$ cat config.mk
export PLATFORM = sky130hd
export DESIGN_NAME = battery_level_led_indicator
export DESIGN_NICKNAME = d
export VERILOG_FILES = /design/src/rtl/blli_pkg.sv /design/src/rtl/battery_level_led_indicator.sv /design/src/rtl/blli_ctrl.sv /design/src/rtl/blli_dp.sv
export SDC_FILE = /design/constraint.sdc
export NUM_CORES = 1
export LEC_CHECK = 0
export ABC_AREA = 1
export BUFFER_PORTS_ARGS = -buffer_cell sky130_fd_sc_hd__buf_2
export CAP_MARGIN = 20
export CORE_MARGIN = 1.5
export CORE_UTILIZATION = 45
export CTS_CLUSTER_DIAMETER = 80
export DETAILED_ROUTE_END_ITERATION = 6
export PLACE_DENSITY = 0.67
export SLEW_MARGIN = 20
export SYNTH_ARGS = -nofsm -noshare
export SYNTH_HDL_FRONTEND = slang
export SYNTH_HIERARCHICAL = 1
export SYNTH_SLANG_ARGS = --single-unit
$ cat constraint.sdc
create_clock -name i_clk -period 5.5 [get_ports i_clk]
set_input_delay 0.275 -clock i_clk [delete_from_list [all_inputs] [get_ports i_clk]]
set_output_delay 0.275 -clock i_clk [all_outputs]
set_load 0.02 [all_outputs]
$ cat src/rtl/blli_pkg.sv
// Shared types, constants and codes of the battery level LED indicator.
`timescale 1ns / 1ps
`default_nettype none

package blli_pkg;

    // Field widths
    localparam int unsigned VOLT_W      = 16;
    localparam int unsigned SUM_W       = 32;
    localparam int unsigned LEVEL_W     = 2;
    localparam int unsigned PINS_W      = 3;
    localparam int unsigned CFG_IDX_W   = 3;
    localparam int unsigned CFG_DATA_W  = 16;
    localparam int unsigned IN_TDATA_W  = 24;
    localparam int unsigned OUT_TDATA_W = 24;
    localparam int unsigned DIV_STEPS   = SUM_W;
    localparam int unsigned STEP_W      = $clog2(DIV_STEPS);

    // Configuration reset values
    localparam logic [VOLT_W-1:0] RST_THRESHOLD  = 16'd3700;
    localparam logic [VOLT_W-1:0] RST_AVG_LENGTH = 16'd1000;
    localparam logic [VOLT_W-1:0] RST_HOLD_TICKS = 16'd5000;
    localparam logic [VOLT_W-1:0] RST_BLINK      = 16'd500;

    // Pin positions inside the LED pin vector (active low)
    localparam int unsigned PIN_LOW_BIT   = 0;
    localparam int unsigned PIN_RED_BIT   = 1;
    localparam int unsigned PIN_GREEN_BIT = 2;
    localparam logic [PINS_W-1:0] PINS_ALL_OFF = 3'b111;
    localparam logic [PINS_W-1:0] PINS_CHARGED = 3'b011;

    // Level classes
    localparam logic [LEVEL_W-1:0] LVL_UNKNOWN  = 2'd0;
    localparam logic [LEVEL_W-1:0] LVL_UNDER75  = 2'd1;
    localparam logic [LEVEL_W-1:0] LVL_UNDER100 = 2'd2;
    localparam logic [LEVEL_W-1:0] LVL_CHARGED  = 2'd3;

    // Register indexes on the configuration port
    typedef enum logic [CFG_IDX_W-1:0] {
        CFG_THRESHOLD   = 3'd0,
        CFG_CHG_OFFSET  = 3'd1,
        CFG_LED_OFFSET  = 3'd2,
        CFG_AUD_OFFSET  = 3'd3,
        CFG_AVG_LENGTH  = 3'd4,
        CFG_HOLD_TICKS  = 3'd5,
        CFG_BLINK_TICKS = 3'd6
    } t_cfg_idx;

    // Controller to datapath commands
    typedef struct packed {
        logic load_in;    // latch the accepted beat
        logic acc;        // correct, accumulate, tick timers down
        logic mean_zero;  // mean due with zero count: mean is 0
        logic div_load;   // start the divider, clear the accumulator
        logic div_step;   // one divider step
        logic div_last;   // final step, write the mean
        logic finish;     // classify, drive LEDs, load the output register
    } t_cmd;

    // Datapath to controller status
    typedef struct packed {
        logic due;        // sample count has reached the average length
        logic cnt_zero;   // sample count is zero
    } t_sts;

endpackage

`default_nettype wire

$ cat src/rtl/battery_level_led_indicator.sv
// Battery level LED indicator: one beat in per millisecond tick, one beat out.
// Steps: latch the beat, accumulate, check whether a mean is due and, when it is,
// run the 32-step divider at one bit per cycle, then finish into the output register.
// A new beat is taken only once the last one has been finished.
// The input side reopens while a finished result still waits on the output.
// Reset (i_rst_n low, synchronous): configuration to defaults, LED state off, level unknown; output register not reset.
`timescale 1ns / 1ps
`default_nettype none

module battery_level_led_indicator (
    input  wire logic                                 i_clk,
    input  wire logic                                 i_rst_n,
    // sample_voltage[15:0], supply_present[16], lamp_load_on[17],
    // audio_load_on[18], charger_detected[19], zero fill [23:20]
    input  wire logic [blli_pkg::IN_TDATA_W-1:0]      s_axis_tdata,
    input  wire logic                                 s_axis_tvalid,
    output logic                                      s_axis_tready,
    // pin_low_level[0], pin_red[1], pin_green[2], shown_level[4:3],
    // average_voltage[20:5], zero fill [23:21]
    output logic [blli_pkg::OUT_TDATA_W-1:0]          m_axis_tdata,
    output logic                                      m_axis_tvalid,
    input  wire logic                                 m_axis_tready,
    input  wire logic                                 i_cfg_valid,
    output logic                                      o_cfg_ready,
    input  wire logic [blli_pkg::CFG_IDX_W-1:0]       i_cfg_index,
    input  wire logic [blli_pkg::CFG_DATA_W-1:0]      i_cfg_data
);
    import blli_pkg::*;

    t_cmd               w_cmd;
    t_sts               w_sts;
    logic [PINS_W-1:0]  w_pins;
    logic [LEVEL_W-1:0] w_level;
    logic [VOLT_W-1:0]  w_mean;

    // Configuration is always taken
    assign o_cfg_ready = 1'b1;

    // Controller
    blli_ctrl u_ctrl (
        .i_clk       (i_clk),
        .i_rst_n     (i_rst_n),
        .i_in_valid  (s_axis_tvalid),
        .o_in_ready  (s_axis_tready),
        .i_out_ready (m_axis_tready),
        .o_out_valid (m_axis_tvalid),
        .i_sts       (w_sts),
        .o_cmd       (w_cmd)
    );

    // Datapath
    blli_dp u_dp (
        .i_clk              (i_clk),
        .i_rst_n            (i_rst_n),
        .i_cmd              (w_cmd),
        .o_sts              (w_sts),
        .i_cfg_we           (i_cfg_valid),
        .i_cfg_index        (i_cfg_index),
        .i_cfg_data         (i_cfg_data),
        .i_sample_voltage   (s_axis_tdata[VOLT_W-1:0]),
        .i_supply_present   (s_axis_tdata[VOLT_W]),
        .i_lamp_load_on     (s_axis_tdata[VOLT_W+1]),
        .i_audio_load_on    (s_axis_tdata[VOLT_W+2]),
        .i_charger_detected (s_axis_tdata[VOLT_W+3]),
        .o_pins             (w_pins),
        .o_shown_level      (w_level),
        .o_average_voltage  (w_mean)
    );

    // Output beat packing
    assign m_axis_tdata = {(OUT_TDATA_W - PINS_W - LEVEL_W - VOLT_W)'(0),
                           w_mean, w_level, w_pins};

    // The block takes no second beat straight after one
    a_one_in_flight: assert property (@(posedge i_clk) disable iff (!i_rst_n)
        (s_axis_tvalid && s_axis_tready) |=> !s_axis_tready)
        else $error("input accepted twice in a row");

    // Unknown level keeps every LED dark
    a_unknown_dark: assert property (@(posedge i_clk) disable iff (!i_rst_n)
        (m_axis_tvalid && w_level == LVL_UNKNOWN) |-> (w_pins == PINS_ALL_OFF))
        else $error("LED lit with unknown level");

    // Charged level shows green alone
    a_charged_green: assert property (@(posedge i_clk) disable iff (!i_rst_n)
        (m_axis_tvalid && w_level == LVL_CHARGED) |-> (w_pins == PINS_CHARGED))
        else $error("charged level with wrong LED pattern");

    // A stalled result beat stays put
    a_out_hold: assert property (@(posedge i_clk) disable iff (!i_rst_n)
        (m_axis_tvalid && !m_axis_tready) |=> (m_axis_tvalid && $stable(m_axis_tdata)))
        else $error("result beat changed while stalled");

endmodule

`default_nettype wire

$ cat src/rtl/blli_ctrl.sv
// Sequencing state machine of the battery level LED indicator.
`timescale 1ns / 1ps
`default_nettype none

module blli_ctrl (
    input  wire logic          i_clk,
    input  wire logic          i_rst_n,
    input  wire logic          i_in_valid,
    output logic               o_in_ready,
    input  wire logic          i_out_ready,
    output logic               o_out_valid,
    input  wire blli_pkg::t_sts i_sts,
    output blli_pkg::t_cmd     o_cmd
);
    import blli_pkg::*;

    typedef enum logic [4:0] {
        S_IDLE = 5'b00001,
        S_ACC  = 5'b00010,
        S_CHK  = 5'b00100,
        S_DIV  = 5'b01000,
        S_FIN  = 5'b10000
    } t_state;

    t_state            r_state, n_state;
    logic [STEP_W-1:0] r_step, n_step;
    logic              r_out_valid, n_out_valid;
    logic              w_out_free;

    assign w_out_free  = !r_out_valid || i_out_ready;
    assign o_in_ready  = (r_state == S_IDLE);
    assign o_out_valid = r_out_valid;

    // Next state and commands
    always_comb begin
        n_state     = r_state;
        n_step      = r_step;
        n_out_valid = r_out_valid && !i_out_ready;
        o_cmd       = '0;
        unique case (r_state)
            S_IDLE: begin
                if (i_in_valid) begin
                    o_cmd.load_in = 1'b1;
                    n_state       = S_ACC;
                end
            end
            S_ACC: begin
                o_cmd.acc = 1'b1;
                n_state   = S_CHK;
            end
            S_CHK: begin
                n_step = '0;
                priority if (!i_sts.due) begin
                    n_state = S_FIN;
                end else if (i_sts.cnt_zero) begin
                    o_cmd.mean_zero = 1'b1;
                    n_state         = S_FIN;
                end else begin
                    o_cmd.div_load = 1'b1;
                    n_state        = S_DIV;
                end
            end
            S_DIV: begin
                o_cmd.div_step = 1'b1;
                n_step         = r_step + 1'b1;
                if (r_step == STEP_W'(DIV_STEPS - 1)) begin
                    o_cmd.div_last = 1'b1;
                    n_state        = S_FIN;
                end
            end
            S_FIN: begin
                // wait until the output register can take the result
                if (w_out_free) begin
                    o_cmd.finish = 1'b1;
                    n_out_valid  = 1'b1;
                    n_state      = S_IDLE;
                end
            end
            default: begin
                n_state = S_IDLE;
            end
        endcase
    end

    // State registers
    always_ff @(posedge i_clk) begin
        if (!i_rst_n) begin
            r_state     <= S_IDLE;
            r_step      <= '0;
            r_out_valid <= 1'b0;
        end else begin
            r_state     <= n_state;
            r_step      <= n_step;
            r_out_valid <= n_out_valid;
        end
    end

endmodule

`default_nettype wire

$ cat src/rtl/blli_dp.sv
// Datapath: configuration, sample averaging, divider, level hold and LED drive.
`timescale 1ns / 1ps
`default_nettype none

module blli_dp (
    input  wire logic                             i_clk,
    input  wire logic                             i_rst_n,
    input  wire blli_pkg::t_cmd                   i_cmd,
    output blli_pkg::t_sts                        o_sts,
    input  wire logic                             i_cfg_we,
    input  wire logic [blli_pkg::CFG_IDX_W-1:0]   i_cfg_index,
    input  wire logic [blli_pkg::CFG_DATA_W-1:0]  i_cfg_data,
    input  wire logic [blli_pkg::VOLT_W-1:0]      i_sample_voltage,
    input  wire logic                             i_supply_present,
    input  wire logic                             i_lamp_load_on,
    input  wire logic                             i_audio_load_on,
    input  wire logic                             i_charger_detected,
    output logic [blli_pkg::PINS_W-1:0]           o_pins,
    output logic [blli_pkg::LEVEL_W-1:0]          o_shown_level,
    output logic [blli_pkg::VOLT_W-1:0]           o_average_voltage
);
    import blli_pkg::*;

    // Configuration registers
    logic [VOLT_W-1:0] r_threshold, r_chg_off, r_led_off, r_aud_off;
    logic [VOLT_W-1:0] r_avg_len, r_hold_ticks, r_blink_ticks;

    // Latched beat
    logic [VOLT_W-1:0] r_in_volt;
    logic              r_in_supply, r_in_lamp, r_in_audio, r_in_charger;

    // Running state
    logic [VOLT_W-1:0]  r_count, r_mean, r_hold, r_blow, r_bred;
    logic [SUM_W-1:0]   r_sum;
    logic [LEVEL_W-1:0] r_seen, r_disp;
    logic [PINS_W-1:0]  r_pins;

    // Divider
    logic [SUM_W-1:0]  r_dvd;
    logic [VOLT_W-1:0] r_dvsr, r_rem, r_quot;
    logic [VOLT_W:0]   w_trial, w_diff;
    logic              w_qbit;
    logic [VOLT_W-1:0] n_rem, n_quot;

    // Output register
    logic [PINS_W-1:0]  r_o_pins;
    logic [LEVEL_W-1:0] r_o_level;
    logic [VOLT_W-1:0]  r_o_mean;

    // Combinational results
    logic [VOLT_W-1:0]  w_corr;
    logic [LEVEL_W-1:0] w_cls, n_seen, n_disp;
    logic [VOLT_W-1:0]  n_hold, n_blow, n_bred;
    logic [PINS_W-1:0]  n_pins;

    assign o_sts.due      = (r_count >= r_avg_len);
    assign o_sts.cnt_zero = (r_count == '0);

    assign o_pins            = r_o_pins;
    assign o_shown_level     = r_o_level;
    assign o_average_voltage = r_o_mean;

    // Sample correction, wraps at 16 bits
    always_comb begin
        if (r_in_supply) begin
            w_corr = r_in_volt - r_chg_off;
        end else begin
            w_corr = r_in_volt + (r_in_lamp ? r_led_off : '0)
                               + (r_in_audio ? r_aud_off : '0);
        end
    end

    // One restoring division step
    assign w_trial = {r_rem, r_dvd[SUM_W-1]};
    assign w_diff  = w_trial - {1'b0, r_dvsr};
    assign w_qbit  = !w_diff[VOLT_W];
    assign n_rem   = w_qbit ? w_diff[VOLT_W-1:0] : w_trial[VOLT_W-1:0];
    assign n_quot  = {r_quot[VOLT_W-2:0], w_qbit};

    // Classification, hold and LED update
    always_comb begin
        priority if (r_in_charger) begin
            w_cls = LVL_CHARGED;
        end else if (r_mean < r_threshold) begin
            w_cls = LVL_UNDER75;
        end else begin
            w_cls = LVL_UNDER100;
        end

        n_seen = r_seen;
        n_disp = r_disp;
        n_hold = r_hold;
        n_blow = r_blow;
        n_bred = r_bred;
        n_pins = r_pins;

        priority if (r_seen == LVL_UNKNOWN) begin
            n_seen = w_cls;
            n_disp = w_cls;
        end else if (r_seen != w_cls) begin
            n_seen = w_cls;
            n_hold = r_hold_ticks;
        end
        if (n_disp != n_seen && n_hold == '0) begin
            n_disp = n_seen;
        end

        unique case (n_disp)
            LVL_UNDER75: begin
                if (r_blow == '0) begin
                    n_blow = r_blink_ticks;
                    n_pins = PINS_ALL_OFF;
                    n_pins[PIN_LOW_BIT] = !r_pins[PIN_LOW_BIT];
                end
            end
            LVL_UNDER100: begin
                if (r_bred == '0) begin
                    n_bred = r_blink_ticks;
                    n_pins = PINS_ALL_OFF;
                    n_pins[PIN_LOW_BIT] = 1'b0;
                    n_pins[PIN_RED_BIT] = !r_pins[PIN_RED_BIT];
                end
            end
            LVL_CHARGED: begin
                n_pins = PINS_CHARGED;
            end
            LVL_UNKNOWN: begin
                n_pins = PINS_ALL_OFF;
            end
            default: begin
                n_pins = PINS_ALL_OFF;
            end
        endcase
    end

    // Configuration writes
    always_ff @(posedge i_clk) begin
        if (!i_rst_n) begin
            r_threshold   <= RST_THRESHOLD;
            r_chg_off     <= '0;
            r_led_off     <= '0;
            r_aud_off     <= '0;
            r_avg_len     <= RST_AVG_LENGTH;
            r_hold_ticks  <= RST_HOLD_TICKS;
            r_blink_ticks <= RST_BLINK;
        end else if (i_cfg_we) begin
            unique case (t_cfg_idx'(i_cfg_index))
                CFG_THRESHOLD:   r_threshold   <= i_cfg_data;
                CFG_CHG_OFFSET:  r_chg_off     <= i_cfg_data;
                CFG_LED_OFFSET:  r_led_off     <= i_cfg_data;
                CFG_AUD_OFFSET:  r_aud_off     <= i_cfg_data;
                CFG_AVG_LENGTH:  r_avg_len     <= i_cfg_data;
                CFG_HOLD_TICKS:  r_hold_ticks  <= i_cfg_data;
                CFG_BLINK_TICKS: r_blink_ticks <= i_cfg_data;
                default: ;
            endcase
        end
    end

    // Input beat latch
    always_ff @(posedge i_clk) begin
        if (i_cmd.load_in) begin
            r_in_volt    <= i_sample_voltage;
            r_in_supply  <= i_supply_present;
            r_in_lamp    <= i_lamp_load_on;
            r_in_audio   <= i_audio_load_on;
            r_in_charger <= i_charger_detected;
        end
    end

    // Divider registers
    always_ff @(posedge i_clk) begin
        if (i_cmd.div_load) begin
            r_dvd  <= r_sum;
            r_dvsr <= r_count;
            r_rem  <= '0;
            r_quot <= '0;
        end else if (i_cmd.div_step) begin
            r_dvd  <= {r_dvd[SUM_W-2:0], 1'b0};
            r_rem  <= n_rem;
            r_quot <= n_quot;
        end
    end

    // Accumulator, timers, mean and level state
    always_ff @(posedge i_clk) begin
        if (!i_rst_n) begin
            r_count <= '0;
            r_sum   <= '0;
            r_mean  <= '0;
            r_seen  <= LVL_UNKNOWN;
            r_disp  <= LVL_UNKNOWN;
            r_hold  <= '0;
            r_blow  <= '0;
            r_bred  <= '0;
            r_pins  <= PINS_ALL_OFF;
        end else begin
            if (i_cmd.acc) begin
                r_count <= r_count + 1'b1;
                r_sum   <= r_sum + SUM_W'(w_corr);
                if (r_hold != '0) r_hold <= r_hold - 1'b1;
                if (r_blow != '0) r_blow <= r_blow - 1'b1;
                if (r_bred != '0) r_bred <= r_bred - 1'b1;
            end
            if (i_cmd.mean_zero || i_cmd.div_load) begin
                r_count <= '0;
                r_sum   <= '0;
            end
            if (i_cmd.mean_zero) begin
                r_mean <= '0;
            end
            if (i_cmd.div_last) begin
                r_mean <= n_quot;
            end
            if (i_cmd.finish) begin
                r_seen <= n_seen;
                r_disp <= n_disp;
                r_hold <= n_hold;
                r_blow <= n_blow;
                r_bred <= n_bred;
                r_pins <= n_pins;
            end
        end
    end

    // Output register
    always_ff @(posedge i_clk) begin
        if (i_cmd.finish) begin
            r_o_pins  <= n_pins;
            r_o_level <= n_disp;
            r_o_mean  <= r_mean;
        end
    end

endmodule

`default_nettype wire
==> metrics <==
drt via density between 5 and 6; worst-case reg-to-reg path depth 32; Crit path largest cell delay approximately 0.5 ns; Slew HR ~32%; most frequent cells in the layout 474 x nand2_1, 358 x inv_1, 273 x dfxtp_1; n_diodes 0; DPL Wire Length around 34000 um; row count 75; final hold vios 0; Fin Hold WS ~0.028 ns; WL final between 40000 and 50000 um; ys flop type dfxtp_1; TritonCTS clock tree yes; H-tree Lvls 2; Hold Path Origin m_axis_tready; Max Fclk about 0.20 GHz; largest net degree at the start of global routing ~110; most common cell after layout, fill and taps aside nand2_1; synthesis-to-finish area growth 12.02%; Seq cells post-synth ~360; VDD IR-drop max 0.2358 mV; drt drc 0; core area approximately 42000 um^2; Setup TNS Final 0 ns; grt total ovfl 0; IO buf count 66; Async SR Flop Fraction 0%; Max-Cap Viols 0; CP Launch Point u_dp/r_in_lamp$_DFFE_PP_; first-pass GRT wire length 78950 um; Die X roughly 210 um; final setup violating endpoints 0; synthesized area slightly below 20000 um^2; initial antenna violation count 0; die area 44240 um^2; Tightest Pin Transition 1.015 ns; number of flops mapped to enable cells by yosys 89; Worst Setup Slack, final around 0.46 ns; Pleak 9.702 nW; max-slew violation count 0; DR iter-0 viols roughly 1200; Setup Crit Path Kind flop to flop; worst reg-to-reg setup slack around 0.46 ns; Critical Path End Type flop; Routed WL per cell approximately 15 um; most used cell, CP nand2_1; initial core utilization 45.91%; CP startpoint kind flop; Reg clk slew, reported paths 0.06 ns; Num CTS Buffers 40; cells after synthesis between 2000 and 3000; Top Ports 75; CTS Sinks approximately 360; pwr dens a little over 300 nW/um^2; register area share after synthesis between 40 and 50%; critical path data arrival time between 5 and 6 ns; hold crit path type input port to flop; Critical R2R Launch u_dp/r_in_lamp$_DFFE_PP_; PnR Total Power 6.589 mW; Final Util about half; run status completed; Clock Skew between 0.02 and 0.03 ns; clock buffer depth 3; via count about 17000; CP endpoint u_dp/r_sum[18]$_SDFFE_PP0P_; Die Y about 210 um; syn avg cell area 7.728 um^2; Post-DRT Antenna Nets 0; # nets final 2733; YS warnings 6; DR pass1 iterations 6; vias in the first global route 16070; Final Cycle Share approximately nine tenths; RSZ-0062 raised after global routing false; Worst-Skew Late Latency about 0.57 ns; crit-path max FO 15; Tot GR Track Use a little over a fifth; Req. time, crit path just under 6 ns; global placement routability congestion 0.9177; layout cells sized above 1 8.285%; fin crit period roughly 5.0 ns; dpl ws between 0.3 and 0.4 ns; slowest CP cell fa_1; R2R Path End u_dp/r_sum[18]$_SDFFE_PP0P_; Yosys cell types 62; Clock Root Buffer clkbuf_16
-- report_power, final --
part	internal (mW)	switching, mW	leakage [nW]	total, mW
Sequential	2.81	0.0608	3.05	2.87
Combinational	0.368	0.680	6.02	1.05
Clock	1.57	1.10	0.636	2.67
Total	4.75	1.84	9.70	6.59
-- critical path, delay by kind of cell (launching register included) --
kind / cells / cell delay (ns)
compound gates: 9 / 1.44
xor+xnor: 1 / 0.17
fa+ha+maj: 3 / 1.27
buf+inv: 3 / 0.35
flops: 1 / 0.39
simple gates: 16 / 1.31
-- cells by family after synthesis --
logic type / after synthesis / synth area share, %
buf+inv: 463 / 9.411
other cells: 2 / 0.03882
xor+xnor: 57 / 2.581
flops: 362 / 42.07
simple gates: 849 / 18.69
fa+ha+maj: 122 / 8.629
compound gates: 646 / 18.48
mux: 2 / 0.1035
-- cell type report --
cell class	count	area (um^2)
well taps	539	674.4
flip-flops and latches	362	8138
fillers	3937	20460
multi-input cells	1680	9440
inverters	370	1396
clock inverters	12	121.4
clock buffers	62	1177
repair buffers	109	721.9
-- per-stage QoR --
step,instances,instance area (um^2)
detailed placement,3036,20110
finish,3134,21670
CTS,3130,21610
floorplan,2505,19350
global placement,3035,20090
global route,3134,21670
-- cell usage after synthesis (all sizes together), types with 11 or more instances --
master  count  area share (%)
clkbuf     73             1.5
inv       365             7.1
buf        20            0.72
dfxtp     273              28
nor3       42             1.3
nand3      87             2.3
nor2      196             4.0
xor2       40             1.8
nor4       11            0.39
ha        103             6.7
fa         19             2.0
a21oi     252             6.6
o211ai     35             1.4
o21ai     268             7.0
o22ai      21            0.68
nand2     482             9.5
a31oi      28            0.98
edfxtp     89              14
xnor2      17            0.77
nand4      24            0.87
-- routing by layer --
layer	up-vias	GRT usage [%]	routed length (um)
li1	8436	-	-
met1	7776	28.09	21410
met2	395	37.87	23150
met3	70	3.367	2431
met4	0	6.078	911
met5	-	0	0
-- registers in the layout, summed over array words and instances (netlist names), 5 cells and up --
register                cells
u_dp/r_dvd                 32
u_dp/r_sum                 32
u_dp/o_average_voltage     16
u_dp/r_aud_off             16
u_dp/r_avg_len             16
u_dp/r_blink_ticks         16
u_dp/r_blow                16
u_dp/r_bred                16
u_dp/r_chg_off             16
u_dp/r_count               16
u_dp/r_dvsr                16
u_dp/r_hold                16
u_dp/r_hold_ticks          16
u_dp/r_in_volt             16
u_dp/r_led_off             16
u_dp/r_mean                16
u_dp/r_rem                 16
u_dp/r_threshold           16
u_dp/r_quot                15
u_ctrl/r_state              5
u_ctrl/r_step               5
-- repair_timing --
item / in CTS / in global routing
setup buffers: 0 / 3
endpoints found under the setup margin: 0 / 10
hold buffers: 20 / 0
endpoints found under the hold margin: 20 / 0
resized for setup: 0 / 5
-- worst min-delay path by stage --
stage                                           endpoint  slack (ns)  depth (start not counted)
after floorplan                u_dp/r_in_audio$_DFFE_PP_        0.37                          0
after global routing      u_ctrl/r_state[1]$_SDFFE_PN0P_        0.03                          3
after global placement    u_dp/r_aud_off[7]$_SDFFE_PN0P_        0.43                          2
after detailed placement  u_dp/r_aud_off[5]$_SDFFE_PN0P_        0.44                          2
final                      u_ctrl/o_out_valid$_SDFF_PN0_        0.03                          4
after CTS                  u_ctrl/o_out_valid$_SDFF_PN0_       0.003                          4
(Power assumes the default switching activity.)
